[src/design/collinear_point_filter_core_defines.svh]
// ---------------------------------------------------------------------------
// collinear_point_filter_core_defines.svh
// Assertion macros shared by the filter's RTL. They expect clk and arst_n
// in the scope where they are used.
// ---------------------------------------------------------------------------
`ifndef COLLINEAR_POINT_FILTER_CORE_DEFINES_SVH
`define COLLINEAR_POINT_FILTER_CORE_DEFINES_SVH

// condition holds at every edge out of reset
`define CPF_ASSERT_ALWAYS(lbl, cond, msg) \
	lbl: assert property (@(posedge clk) disable iff (!arst_n) (cond)) else $error(msg);

// same-cycle implication
`define CPF_ASSERT_IMPLY(lbl, ante, cons, msg) \
	lbl: assert property (@(posedge clk) disable iff (!arst_n) (ante) |-> (cons)) \
		else $error(msg);

// next-cycle implication
`define CPF_ASSERT_NEXT(lbl, ante, cons, msg) \
	lbl: assert property (@(posedge clk) disable iff (!arst_n) (ante) |=> (cons)) \
		else $error(msg);

`endif

[src/design/cpf_pkg.sv]
// ---------------------------------------------------------------------------
// cpf_pkg
// Shared constants and types of the collinear point filter.
// ---------------------------------------------------------------------------
package cpf_pkg;

	localparam int RUN_DEPTH_DEF  = 256;
	localparam int COORD_BITS_DEF = 32;
	localparam int DATA_W         = 32;
	localparam int TOL_W          = 31;
	localparam int APB_AW         = 3;
	localparam int MID_DEPTH      = 2;
	localparam int OUT_DEPTH      = 4;

	// word index of the tolerance register (paddr[2])
	localparam logic REG_TOL = 1'b0;

	typedef enum logic [1:0] {
		KIND_FIRST  = 2'd0,
		KIND_SECOND = 2'd1,
		KIND_TEST   = 2'd2
	} kind_t;

	typedef struct packed {
		logic start;
	} lck_ctl_t;

	typedef struct packed {
		logic done;
		logic near;
	} lck_sts_t;

endpackage

[src/design/cpf_front.sv]
// ---------------------------------------------------------------------------
// cpf_front
// Accept points, trim them to coordinate width and tag each with its place
// in the path.
// ---------------------------------------------------------------------------
module cpf_front #(
	parameter int CW = cpf_pkg::COORD_BITS_DEF
) (
	input  logic                       clk,
	input  logic                       arst_n,
	input  logic                       push,
	input  logic signed [cpf_pkg::DATA_W-1:0] pos_x,
	input  logic signed [cpf_pkg::DATA_W-1:0] pos_y,
	input  logic signed [cpf_pkg::DATA_W-1:0] pos_z,
	input  logic                       end_of_path,
	input  logic                       q_full,
	output logic                       q_push,
	output logic [2:0][CW-1:0]         q_point,
	output logic                       q_last,
	output cpf_pkg::kind_t             q_kind
);

	logic [1:0] seen_q;

	assign q_push  = push && !q_full;
	assign q_point = {pos_z[CW-1:0], pos_y[CW-1:0], pos_x[CW-1:0]};
	assign q_last  = end_of_path;

	always_comb begin
		case (seen_q)
			2'd0:    q_kind = cpf_pkg::KIND_FIRST;
			2'd1:    q_kind = cpf_pkg::KIND_SECOND;
			default: q_kind = cpf_pkg::KIND_TEST;
		endcase
	end

	// count points of the path, saturate at two, restart after the last
	always_ff @(posedge clk or negedge arst_n) begin
		if (!arst_n) begin
			seen_q <= 2'd0;
		end else if (q_push) begin
			if (end_of_path) begin
				seen_q <= 2'd0;
			end else if (seen_q != 2'd2) begin
				seen_q <= seen_q + 2'd1;
			end
		end
	end

endmodule

[config.mk]
export PLATFORM = sky130hd
export DESIGN_NAME = cpf_front
export DESIGN_NICKNAME = d
export VERILOG_FILES = /design/src/design/collinear_point_filter_core_defines.svh /design/src/design/cpf_pkg.sv /design/src/design/cpf_front.sv
export SDC_FILE = /design/constraint.sdc
export NUM_CORES = 1
export LEC_CHECK = 0
export ABC_AREA = 1
export BUFFER_PORTS_ARGS = -buffer_cell sky130_fd_sc_hd__buf_2
export CORE_AREA = 4 4 77 79
export DETAILED_ROUTE_END_ITERATION = 8
export DIE_AREA = 0 0 81 83
export HOLD_SLACK_MARGIN = 0.1
export RECOVER_POWER = 50
export SETUP_SLACK_MARGIN = 0.3
export SYNTH_ARGS = -nofsm -noshare
export SYNTH_HDL_FRONTEND = slang
export SYNTH_SLANG_ARGS = --single-unit
[constraint.sdc]
create_clock -name clk -period 1.15 [get_ports clk]
set_input_delay 0.23 -clock clk [delete_from_list [all_inputs] [get_ports clk]]
set_output_delay 0.23 -clock clk [all_outputs]
set_load 0.05 [all_outputs]
[Yosys cells after proc, flatten, opt, wreduce, memory -nomap -nowiden]
Index checks and enable logic that the tools add are counted.
Cells by class
  shifts and indexed selects: 0
  muxes and demuxes: 3
  $lt $le $gt $ge: 0
  div/mod/pow operators: 0
  reduce and logical (&&, ||, !) cells: 5
  add/subtract/negate cells: 1
  multiply operators: 0
  equality and inequality tests: 2
  bitwise operators: 0
Operators with widths (count)
  two-way mux 2 bit: 2
  one-hot mux 2 bit (2 select lines): 1
  adder 2 x 1 -> 2 bit (second input constant): 1
  == test 2 x 1 -> 1 bit (second input constant): 1
  logical NOT 2 bit: 1
  inequality test 2 bit (second input constant): 1
  AND reduction 2 bit: 1
  nonzero test 2 bit: 1
  logical AND 1 bit: 1
  logical NOT 1 bit: 1
Storage, ports and cells
  flip-flop bits (word level): 2
  bits in latches: 0
  bits in writable memories: 0
  memories: 0
  input bits: 101
  output and inout port bits: 100
  ROM bits: 0

[Logic depth before layout (Yosys ltp)]
  depth after elaboration: 3
  mapped depth: 6
  mapped depth without buffers: 6

[Worst setup path before layout]
Ideal clock, no wire load.
  path type: register -> output
  from: register seen_q[0]
  to: output port q_kind[1]
  arrival: 1.282 ns
  required time: 0.920 ns
  path slack: -0.362 ns
  buffers on the path: 0
  stages on the path, launching flop included: 4
  path through: dfrtp_1 -> inv_1 -> ha_1 -> nor2_1
Between the ends
  word-level cells in the longest chain between the ends: 2
  elaborated cells on any way between the ends: 3
  those cells by class: eq/ne: 1; mux: 1; reduce/logical: 1
RTL lines
  from (decl): RTL line cpf_front.sv:23  | logic [1:0] seen_q;
  from (signal assigned): RTL line cpf_front.sv:45  | seen_q <= seen_q + 2'd1;
  == test 2 x 1 -> 1 bit or logical NOT 2 bit (tied branches): RTL line cpf_front.sv:30  | case (seen_q)
  one-hot mux 2 bit (2 select lines) (*): RTL line cpf_front.sv:30
  to (decl): RTL line cpf_front.sv:20  | output cpf_pkg::kind_t q_kind
Every way passes the cells marked *; elsewhere a longest branch is shown, timed or not.

[Final worst setup path]
Ends and elaborated chain as after synthesis.

==> results.py <==
metrics = {
    "floorplanning": {
        "core_area_um2": 5340,
        "io_pins": 201,
        "die_h_um": 83,
        "die_width_um": 81,
        "initial_core_util_pct": 17.0,
        "rows": 27,
        "die_area_um2": 6720,
    },
    "setup_path": {
        "cp_slowest_cell": "dfrtp_1",
        "required_ps": 920,
        "crit_family": "flip-flops",
        "slowest_delay_ps": 410,
        "worst-path-stages": 3,
        "crit_buf_inv": 1,
        "worstSetupPathType": "reg -> out",
        "crit_arrival_ps": 1100,
        "reg2reg_depth": 8,
        "crit_chain": "ha_2, nor2_4, buf_8",
        "cp-end-kind": "primary output",
        "worstSetupStartpointType": "register",
        "crit_path_max_fanout": 4,
    },
    "layout": {
        "regArea_um2": 50.0,
        "final_common_cell": "buf_6",
        "reg_top3": "seen_q: 2 flops",
        "synthToLayoutAreaGrowth_pct": -45.4,
        "multi_input_area_um2": 153,
        "nets": 148,
        "final_cells": 113,
        "fillers": 642,
        "final_layout_size_suffix_gt1_share_pct": 68.3,
        "final_cell_mix": "buf_6, buf_4, nand2_1",
        "diodes": 0,
        "largest_reg_flops": 2,
        "top_register": "seen_q",
    },
    "synth": {
        "syn_area_um2": 907,
        "ys_warn_count": 0,
        "synth_cell_type_count": 9,
        "synth-seq-cells": 2,
        "seq_area_frac_synth_pct": 5.52,
        "syn_inst": 120,
        "avgSynthCellArea_um2": 7.56,
        "syn-num-nets": 225,
    },
    "grt": {
        "grt_overflow": 0,
        "grt_max_degree": 5,
        "grt_pass1_wl_um": 2080,
        "grtUsageTotal_pct": 4.60,
        "antenna_found_initial": 0,
        "grt_pass1_vias": 406,
    },
    "sta": {
        "max_slew.worst_pin.slew_ps": 158,
        "fin_ws_ps": -177,
        "slew_headroom_pct": 89.5,
        "finalMaxSlewViolations": 0,
        "min_period_over_period_pct": 115,
        "grt_setup_unrepaired": "true",
        "hold_violations": 0,
        "finClkSkew_ps": 2.86,
        "fin_crit_ps": 1330,
        "setup_viol": 4,
        "clock.fmax_mhz": 754,
    },
    "route": {
        "avgViaCountPerCell": 3.04,
        "drtPass1Iterations": 2,
        "drt_iter0_markers": 5,
        "wirelength_um": 1530,
        "wl_per_cell_um": 13.6,
        "dr_total_vias": 343,
        "drc": 0,
        "postRouteAntennaNets": 0,
    },
    "clock_tree": {
        "clock_path_buffers": 2,
        "root_buffer": "clkbuf_8",
        "cts_buffers": 3,
        "clock_sinks": 2,
        "h-tree-depth": 1,
        "cts_tree": "yes",
        "clkLatencyLatePin_ps": 220,
        "clk_pin_slew_ps": 30,
    },
    "worst_hold_path": {
        "hp-class": "in -> async",
    },
    "run_status": {
        "violations": "setup timing",
        "outcome": "complete, but fails checks",
    },
    "placement": {
        "port_buffers": 8,
        "hpwl_um": 1130,
        "place.gp.congestion": 0.565,
        "dp.cells": 106,
    },
    "power": {
        "p_leak_uw": 0.000211,
        "irDropWorstVdd_mv": 0.502,
        "total_power_uw": 831,
        "power_density_nw_per_um2": 1680,
    },
    "flow_run": {
        "cap_violations": 0,
    },
}
-- power breakdown --
group	switching (uW)	internal, uW
clock network	62.3	222
logic	237	204
registers	16.8	88.8
total	316	515
-- Yosys cell counts (all sizes together) --
| master | count | share of area (%) |
|---|---|---|
| nor2 | 4 | 2.5 |
| inv | 5 | 2.1 |
| buf | 97 | 80 |
| dfrtp | 2 | 5.5 |
| nand3 | 2 | 1.1 |
| ha | 4 | 5.5 |
| nand2 | 6 | 3.0 |
-- routing by layer --
metal	wire length, um	up-vias	part of all wire (%)	global-route usage [%]
li1	-	104	-	-
met1	220	116	14	1.63
met2	524	60	34	4.18
met3	401	63	26	4.66
met4	384	0	25	13.2
met5	0	-	0	0
-- worst paths after layout --
check                                        end  slack, ps                   from
max                                    q_kind[1]       -180  seen_q[0]$_DFFE_PN0P_
min                        seen_q[0]$_DFFE_PN0P_        340                 arst_n
max reg2reg                seen_q[1]$_DFFE_PN0P_        -30  seen_q[0]$_DFFE_PN0P_
min reg2reg                seen_q[1]$_DFFE_PN0P_        630  seen_q[1]$_DFFE_PN0P_
max in group asynchronous  seen_q[1]$_DFFE_PN0P_        710                 arst_n
min in group clk           seen_q[0]$_DFFE_PN0P_        350            end_of_path
-- worst register-to-register path, delay by kind of cell (launching register included) --
kind	cells	cell delay, ps
AND/OR/NAND/NOR	4	210
adder cells (fa/ha/maj)	1	150
buffers and inverters	3	300
flip-flops	1	400
-- timing repair --
action	CTS	global route
resized for setup	17	2
hold endpoints to repair	2	0
hold buffers	1	0
setup endpoints to repair	6	5
buffers inserted	1	2
pin swaps	8	5
-- layout make-up --
class,count,area share [%]
Clock buffer,3,8.33
Inverter,5,4.29
Multi-Input combinational cell,16,30.8
Sequential cell,2,10.1
Tap cell,72,18.2
Timing Repair Buffer,15,28.3
-- metrics by stage --
stage | util [%] | TNS, ps | setup slack, ps | area (um2) | hold slack (ps)
detailed placement | 6.63 | -72.6 | -52.7 | 354 | 19.8
floorplan | - | 0 | 8.07 | 930 | -65.6
global route | 9.28 | -565 | -213 | 495 | 362
CTS | 8.81 | -385 | -177 | 470 | 312
global placement | 6.63 | -42.8 | -42.8 | 354 | 18.4
finish | 9.28 | -321 | -177 | 495 | 342
-- cells by family after synthesis --
| logic type | count (synthesis) | share of synthesized area [%] |
|---|---|---|
| adders and majority gates | 4 | 5.52 |
| buffers and inverters | 102 | 82.3 |
| and+or+nand+nor | 12 | 6.62 |
| DFF | 2 | 5.52 |
(Power assumes the default switching activity.)
