File: config.mk
export PLATFORM = sky130hd
export DESIGN_NAME = cpf_fifo
export DESIGN_NICKNAME = d
export VERILOG_FILES = /design/src/design/collinear_point_filter_core_defines.svh /design/src/design/cpf_fifo.sv
export SDC_FILE = /design/constraint.sdc
export NUM_CORES = 1
export LEC_CHECK = 0
export ABC_AREA = 0
export BUFFER_PORTS_ARGS = -buffer_cell sky130_fd_sc_hd__buf_4
export CAP_MARGIN = 20
export CORE_MARGIN = 8
export CORE_UTILIZATION = 47
export CTS_BUF_LIST = sky130_fd_sc_hd__clkbuf_8
export CTS_CLUSTER_SIZE = 14
export DETAILED_ROUTE_END_ITERATION = 8
export PLACE_DENSITY = 0.81
export SLEW_MARGIN = 20
export SYNTH_ARGS = -nofsm -noshare
export SYNTH_HDL_FRONTEND = slang
export SYNTH_SLANG_ARGS = --single-unit
File: constraint.sdc
create_clock -name clk -period 1.35 [get_ports clk]
set_input_delay 0.135 -clock clk [delete_from_list [all_inputs] [get_ports clk]]
set_output_delay 0.135 -clock clk [all_outputs]
set_load 0.03 [all_outputs]
File: src/design/collinear_point_filter_core_defines.svh
// ---------------------------------------------------------------------------
// collinear_point_filter_core_defines.svh
// Assertion macros shared by the filter's RTL. They expect clk and arst_n
// in the scope where they are used.
// ---------------------------------------------------------------------------
`ifndef COLLINEAR_POINT_FILTER_CORE_DEFINES_SVH
`define COLLINEAR_POINT_FILTER_CORE_DEFINES_SVH

// condition holds at every edge out of reset
`define CPF_ASSERT_ALWAYS(lbl, cond, msg) \
	lbl: assert property (@(posedge clk) disable iff (!arst_n) (cond)) else $error(msg);

// same-cycle implication
`define CPF_ASSERT_IMPLY(lbl, ante, cons, msg) \
	lbl: assert property (@(posedge clk) disable iff (!arst_n) (ante) |-> (cons)) \
		else $error(msg);

// next-cycle implication
`define CPF_ASSERT_NEXT(lbl, ante, cons, msg) \
	lbl: assert property (@(posedge clk) disable iff (!arst_n) (ante) |=> (cons)) \
		else $error(msg);

`endif

File: src/design/cpf_fifo.sv
// ---------------------------------------------------------------------------
// cpf_fifo
// Small first-in first-out queue with a combinational head.
// ---------------------------------------------------------------------------
module cpf_fifo #(
	parameter int WIDTH = 8,
	parameter int DEPTH = 2
) (
	input  logic             clk,
	input  logic             arst_n,
	input  logic             push,
	input  logic [WIDTH-1:0] wdata,
	input  logic             pop,
	output logic [WIDTH-1:0] rdata,
	output logic             full,
	output logic             empty,
	output logic             space2
);

	localparam int AW = $clog2(DEPTH);

	logic [WIDTH-1:0] mem_q [DEPTH];
	logic [AW:0]      wr_q;
	logic [AW:0]      rd_q;
	logic [AW:0]      count;

	assign count  = wr_q - rd_q;
	assign full   = (count == (AW+1)'(DEPTH));
	assign empty  = (wr_q == rd_q);
	assign space2 = (count <= (AW+1)'(DEPTH - 2));
	assign rdata  = mem_q[rd_q[AW-1:0]];

	always_ff @(posedge clk or negedge arst_n) begin
		if (!arst_n) begin
			wr_q <= '0;
			rd_q <= '0;
		end else begin
			if (push && !full) begin
				wr_q <= wr_q + 1'b1;
			end
			if (pop && !empty) begin
				rd_q <= rd_q + 1'b1;
			end
		end
	end

	always_ff @(posedge clk) begin
		if (push && !full) begin
			mem_q[wr_q[AW-1:0]] <= wdata;
		end
	end

endmodule

After elaboration in Yosys (flattened, before gate mapping):

Memories as Yosys holds them, arrays and structs flattened.
Cells that the tools add are included.
Widths: inputs -> output; s select.

* add/subtract/negate cells: 3
* $mul: 0
* div/mod/pow operators: 0
* magnitude comparators: 1
* eq/ne operators: 2
* shift-type cells: 0
* muxes and demuxes: 2
* bitwise logic cells: 0
* reductions and logical operators: 4

Operators with widths (number)
* $add 2x1->2 const B: 2
* $eq 2x2->1: 1
* $eq 2x2->1 const B: 1
* $le 2x1->1 const B: 1
* $logic_and 1x1->1: 2
* $logic_not 1->1: 2
* $mux 1: 2
* $sub 2x2->2: 1

* bits in registers: 4
* latch bits: 0
* bits in writable memories: 16
* ROM bits: 0
* input port bits: 12
* word-level logic and storage cells: 15
* memories: 1

Memory list
* mem_q: depth 2, bits a word 8, rd ports 1, clocked after Yosys merged registers in 0, wr ports 1, line cpf_fifo.sv:22 `logic [WIDTH-1:0] mem_q [DEPTH];`

Longest topological paths before layout:

Gate-level depths: netlist (run 1).

* depth in word-level cells: 6
* gate-level depth with buffers: 5
* depth with buffers taken out: 3

Worst setup path after synthesis (run 1):

Ideal clock, no wire load.

* kind: flip-flop to output port
* start: register rd_q[0]
* end: output space2
* arrival: 1.539 ns
* setup slack: -0.324 ns
* cell stages (with the launch flop): 6
* path buffers: 3
* path through: dfrtp_1 > clkbuf_1 > buf_4 > xor2_1 > nor2_1 > buf_4

* longest elaborated chain between the ends: 2

Ends and longest elaborated chain
* start, declared: line cpf_fifo.sv:24 `logic [AW:0] rd_q;`
* start signal, assigned: line cpf_fifo.sv:42 `rd_q <= rd_q + 1'b1;`
* $sub 2x2->2: line cpf_fifo.sv:27 `assign count = wr_q - rd_q;`
* $le 2x1->1: line cpf_fifo.sv:30 `assign space2 = (count <= (AW+1)'(DEPTH - 2));`
* end, declared: line cpf_fifo.sv:17 `output logic space2`

No other way between the ends.

Final worst setup path (run 1):

* start: register wr_q[1]
* end: output empty

* longest elaborated chain between the ends: 1

Ends and longest elaborated chain
* start, declared: line cpf_fifo.sv:23 `logic [AW:0] wr_q;`
* start signal, assigned: line cpf_fifo.sv:39 `wr_q <= wr_q + 1'b1;`
* $eq 2x2->1: line cpf_fifo.sv:29 `assign empty = (wr_q == rd_q);`
* end, declared: line cpf_fifo.sv:16 `output logic empty,`

No other way between the ends.

==> results.tsv, run 1 <==
metric	value	unit
avgSynthCellArea	16.3	sq um
areaGrowthSynthToFinish	51.2	%
synth-simple-area-share	3.16	%
setup_violations	11	
cts.clk_slew.worst_paths	0.06	ns
yosysSeqAreaShare	69.9	%
dp.cells	91	
pwr_density_cell	2850	mW/mm^2
h-tree-depth	1	
cp_cell_sequence	xor2_2 > buf_4 > nor2_4 > buf_6	
drc	0	
fin_nets	97	
final_antenna_net_count	0	
vias	513	
crit_path_end_kind	output port	
max_freq	0.710	GHz
fillers	103	
via_per_inst	5.08	
die_w	58.0	um
slew_headroom	86.6	%
drive_gt1_share	63.1	%
path_max_fanout	4	
fin_worst_skew	0.00195	ns
status	finished with violations	
cts-root-buf	clkbuf_8	
n_antenna_cell	0	
die_area	0.00337	sq mm
muxShareOfSynthArea	17.2	%
ios	23	
min_path_type	in -> reg	
syn-cell-area	831	sq um
coreArea	0.00169	sq mm
first_global_vias	598	
synth_fa_ha_area_share	0	%
instances_no_fill	101	
hold_viol_final	0	
arrival	1.27	ns
clkLatencyLatePin	0.25	ns
required	1.22	ns
worst_pin_slew	0.195	ns
synth_cell_types	14	
clock-sinks	20	
start_kind	flop	
fin_setup_tns	-0.384	ns
syn-num-nets	63	
synth_top_family_by_area	multiplexers	
grt_max_degree	13	
grt_pass1_wl	2.56	mm
gp_congestion	0.739	
die_h	58.0	um
synth-xor-area-share	4.07	%
cts_tree	built	
netlist_instances	51	
gr-total-overflow	0	
cts_buffer_depth	2	
yosysWarnings	0	
cts_buffers	3	
setup_ws	-0.0590	ns
routedWlPerCell	16.1	um
finalCritPeriodShare	104	%
detail_route.iter0.violations	3	
slew_violations	0	
start_util	49.2	%
drt_pass1_iterations	4	
antenna_found_initial	0	
totalWireLength	1.63	mm
grt_use_total	10.0	%
critical_path_class	reg -> out	
io_buffers	22	
ys_ff_latch	20	
violations	setup timing	
cp_slowest_cell	dfrtp_2	
min_period	1.41	ns
cap_viol_max_count	0	
slowest_delay	0.46	ns
row_count	15	
ir_drop	1.60	mV
rsz0062_at_grt	yes	
synth_compound_area_share	3.01	%
leakagePower	0.538	nW
[power breakdown]
group | leakage [nW] | total, mW | switching, mW | internal [mW]
clock network | 0.0269 | 0.366 | 0.164 | 0.201
logic | 0.318 | 2.19 | 1.08 | 1.10
registers | 0.194 | 1.03 | 0.138 | 0.889
[repair_timing]
item | 4_1_cts | 5_1_grt
hold endpoints to repair | 4 | 0
pin swaps | 3 | 1
gates resized for setup | 15 | 11
endpoints found under the setup margin | 11 | 27
setup buffers | 5 | 0
hold buffers | 1 | 0
[registers in the layout, summed over array words and instances (netlist names)]
register  flops
mem_q        16
rd_q          2
wr_q          2
[synth_stat cells]
cell / count / share of area, %
edfxtp_1: 16 / 58
mux2_2: 10 / 14
dfrtp_1: 4 / 12
mux2i_1: 3 / 3.6
xor2_1: 2 / 2.1
nor2_1: 3 / 1.4
clkbuf_1: 1 / 0.45
inv_1: 1 / 0.45
nand2_1: 4 / 1.8
o211a_1: 1 / 1.2
o21ai_0: 2 / 1.2
a21oi_1: 1 / 0.60
buf_4: 2 / 1.8
xnor2_2: 1 / 2.0
[metrics by stage]
stage	power (mW)	worst slack (ns)	hold slack (ns)	instance area (sq um)	utilization, %
floorplan	2.10	-0.0684	-0.161	842	-
global placement	2.68	0.0711	-0.0673	1060	63.0
detailed placement	2.72	0.0165	-0.0679	1060	63.0
CTS	3.44	-0.0578	0.0616	1220	72.2
global route	3.77	-0.103	0.0548	1260	74.4
finish	3.58	-0.0590	0.0677	1260	74.4
[kinds of logic (layout without fill, tap and decap cells)]
kind of cell,after synthesis,in the layout
compound gates,4,4
xor+xnor,3,3
buf+inv,4,37
flops,20,20
mux,13,13
simple gates,7,7
[routing by layer]
layer	up-vias	part of all wire (%)	global-route usage [%]
met2	15	54	17.7
met4	0	2.1	6.29
li1	249	-	-
met1	244	39	9.76
met3	5	5.3	3.53
met5	-	0	0
[critical path, delay by kind of cell (launching register included)]
family / cells / cell delay [ns]
DFF: 1 / 0.46
buffers and inverters: 2 / 0.28
xor gates and xnor gates: 1 / 0.19
and+or+nand+nor: 1 / 0.09
[layout by cell type (no fill, tap or decap), types with 3 or more instances in the layout]
cell type | netlist | final
edfxtp_1 | 16 | 16
clkbuf_8 | 0 | 3
buf_6 | 0 | 11
mux2_4 | 0 | 8
buf_4 | 2 | 18
mux2i_1 | 3 | 3
nand2_1 | 4 | 4
[final cells by class]
type	instances	area (sq um)	area share, %
clock buffer	3	41.3	3.29
clock inverter	1	3.75	0.299
inverter	1	3.75	0.299
multi-input combinational	27	294	23.4
sequential	20	583	46.4
tap	17	21.3	1.69
timing repair buffer	32	309	24.6
[worst paths after layout]
check	from	to	slack [ns]	cells after the start
max reg2reg	wr_q[1]	mem_q[1][5]	0	4
min in group asynchronous	arst_n	rd_q[1]	0.21	2
min reg2reg	wr_q[1]	wr_q[1]	0.62	2
max	wr_q[1]	empty	-0.06	4
min	wdata[3]	mem_q[1][3]	0.07	1
max in group asynchronous	arst_n	wr_q[1]	1.03	2
Power figures use the tool's default switching activity.
==> run 2: changes to the inputs <==
- MAX_ROUTING_LAYER: default -> met4
==> run 2 against run 1 <==
The flow still finishes with violations (setup timing). Clock power about the same. Maximum frequency about the same. Critical endpoint unchanged. Combinational power about the same. Via count unchanged.
==> results.tsv, run 2 (same netlist as run 1, synthesis figures left out) <==
metric	value	unit	change
largest_reg_flops	16		unchanged
r2r-end	mem_q[1][5]		unchanged
clkLatencyLatePin	0.25	ns	about the same
slew_violations	0		unchanged
cts.clk_slew.worst_paths	0.06	ns	about the same
cts_buffers	3		unchanged
die_area	0.00337	sq mm	unchanged
violations	setup timing		unchanged
required	1.22	ns	about the same
cts_buffer_depth	2		unchanged
min_period	1.41	ns	about the same
ios	23		unchanged
final_antenna_net_count	0		unchanged
pwr_density_cell	2850	mW/mm^2	about the same
gp_congestion	0.748		was 0.739
die_w	58.0	um	unchanged
final_cell_mix	18 x buf_4, 16 x edfxtp_1, 11 x buf_6, 8 x mux2_4, 4 x nand2_1		unchanged
fin_worst_skew	0.00245	ns	was 0.00195 ns
arrival	1.27	ns	about the same
path_max_fanout	12		was 4
cts_tree	built		unchanged
cts-root-buf	clkbuf_8		unchanged
post-route-cell-area	0.00126	sq mm	unchanged
gr-total-overflow	0		unchanged
leakagePower	0.538	nW	unchanged
fin_util	74.4	%	unchanged
dpl_cell_area	0.00106	sq mm	unchanged
coreArea	0.00169	sq mm	unchanged
die_h	58.0	um	unchanged
cap_viol_max_count	0		unchanged
hold_viol_final	0		unchanged
cp_num_buf_inv	2		unchanged
detail_route.iter0.violations	3		unchanged
max_freq	0.710	GHz	about the same
drt_pass1_iterations	3		was 4
areaGrowthSynthToFinish	51.2	%	unchanged
grt_max_degree	13		unchanged
slowest_delay	0.39	ns	was 0.46 ns
fillers	103		unchanged
timing.rr.start	wr_q[1]		unchanged
first_global_vias	598		unchanged
start_kind	flop		unchanged
totalWireLength	1.64	mm	was 1.63 mm
vias	513		unchanged
drive_gt1_share	63.1	%	unchanged
worst_pin_slew	0.196	ns	was 0.195 ns
layout_commonest_cell	buf_4		unchanged
cp_slowest_cell	dfrtp_1		was dfrtp_2
regToRegSetupSlack	0.01	ns	was 0 ns
row_count	15		unchanged
rsz0062_at_grt	yes		unchanged
setup_ws	-0.0591	ns	was -0.0590 ns
ir_drop	1.60	mV	about the same
min_path_type	in -> reg		unchanged
whs_path_depth	1		unchanged
critical_path_class	reg -> out		unchanged
min_from	wdata[3]		unchanged
routedWlPerCell	16.2	um	was 16.1 um
via_per_inst	5.08		unchanged
io_buffers	22		unchanged
setup_violations	11		unchanged
status	finished with violations		unchanged
antenna_found_initial	0		unchanged
reg2regPathDepth	4		unchanged
crit_path_end_kind	output port		unchanged
grt_use_total	10.3	%	was 10.0%
grt_pass1_wl	2.57	mm	was 2.56 mm
slew_headroom	86.6	%	about the same
finalCritPeriodShare	104	%	about the same
start_util	49.2	%	unchanged
n_antenna_cell	0		unchanged
clock-sinks	20		unchanged
cp_top_family	flip-flops		unchanged
cp_cell_sequence	buf_12 > xor2_2 > nor2_4 > buf_6		was xor2_2 > buf_4 > nor2_4 > buf_6
h-tree-depth	1		unchanged
drc	0		unchanged
fin_nets	97		unchanged
whs_endpoint	mem_q[1][3]		unchanged
-- run 2: cell counts in the layout (fill, tap and decap cells not counted) --
Identical to the previous run, type by type.
-- run 2: power breakdown --
part           switching [mW]  internal (mW)
logic                    1.08           1.10
registers               0.137          0.889
clock network           0.167          0.202
total                    1.39           2.20
-- run 2: what timing repair did --
action / 4_1_cts / 5_1_grt
resized for setup: 15 / 11
setup buffers: 5 / 0
hold buffers: 1 / 0
pin swaps: 3 / 1
endpoints found under the setup margin: 11 / 27
endpoints found under the hold margin: 4 / 0
-- run 2: worst max-delay path by stage --
stage,cells past startpoint,startpoint,slack [ns],end
global route,4,wr_q[1],-0.10,empty
floorplan,4,rd_q[0],-0.07,full
detailed placement,2,rd_q[1],0.02,mem_q[0][5]
finish,4,rd_q[0],-0.06,empty
global placement,2,rd_q[1],0.07,mem_q[0][5]
CTS,4,rd_q[0],-0.06,empty
-- run 2: final cells by class --
class	count	area [sq um]	area share, %
flip-flops and latches	20	583	46.4
repair buffers	32	309	24.6
multi-input cells	27	294	23.4
clock buffers	3	41.3	3.29
well taps	17	21.3	1.69
clock inverters	1	3.75	0.299
inverters	1	3.75	0.299
-- run 2: metrics by stage --
step           hold slack [ns]  setup TNS [ns]  std cells  total power [mW]  setup slack (ns)
6_report                0.0667          -0.392        101              3.58           -0.0591
5_1_grt                 0.0548           -1.01        101              3.77            -0.103
4_1_cts                 0.0616          -0.540        101              3.44           -0.0578
3_5_place_dp           -0.0679               0         91              2.72            0.0165
3_3_place_gp           -0.0673               0         91              2.68            0.0711
2_1_floorplan           -0.161          -0.117         51              2.10           -0.0684
-- run 2: layer usage --
metal | GRT usage (%) | part of all wire (%)
met1 | 10.3 | 42
met2 | 17.7 | 53
met3 | 2.65 | 3.6
met4 | 6.29 | 1.5
met5 | - | 0
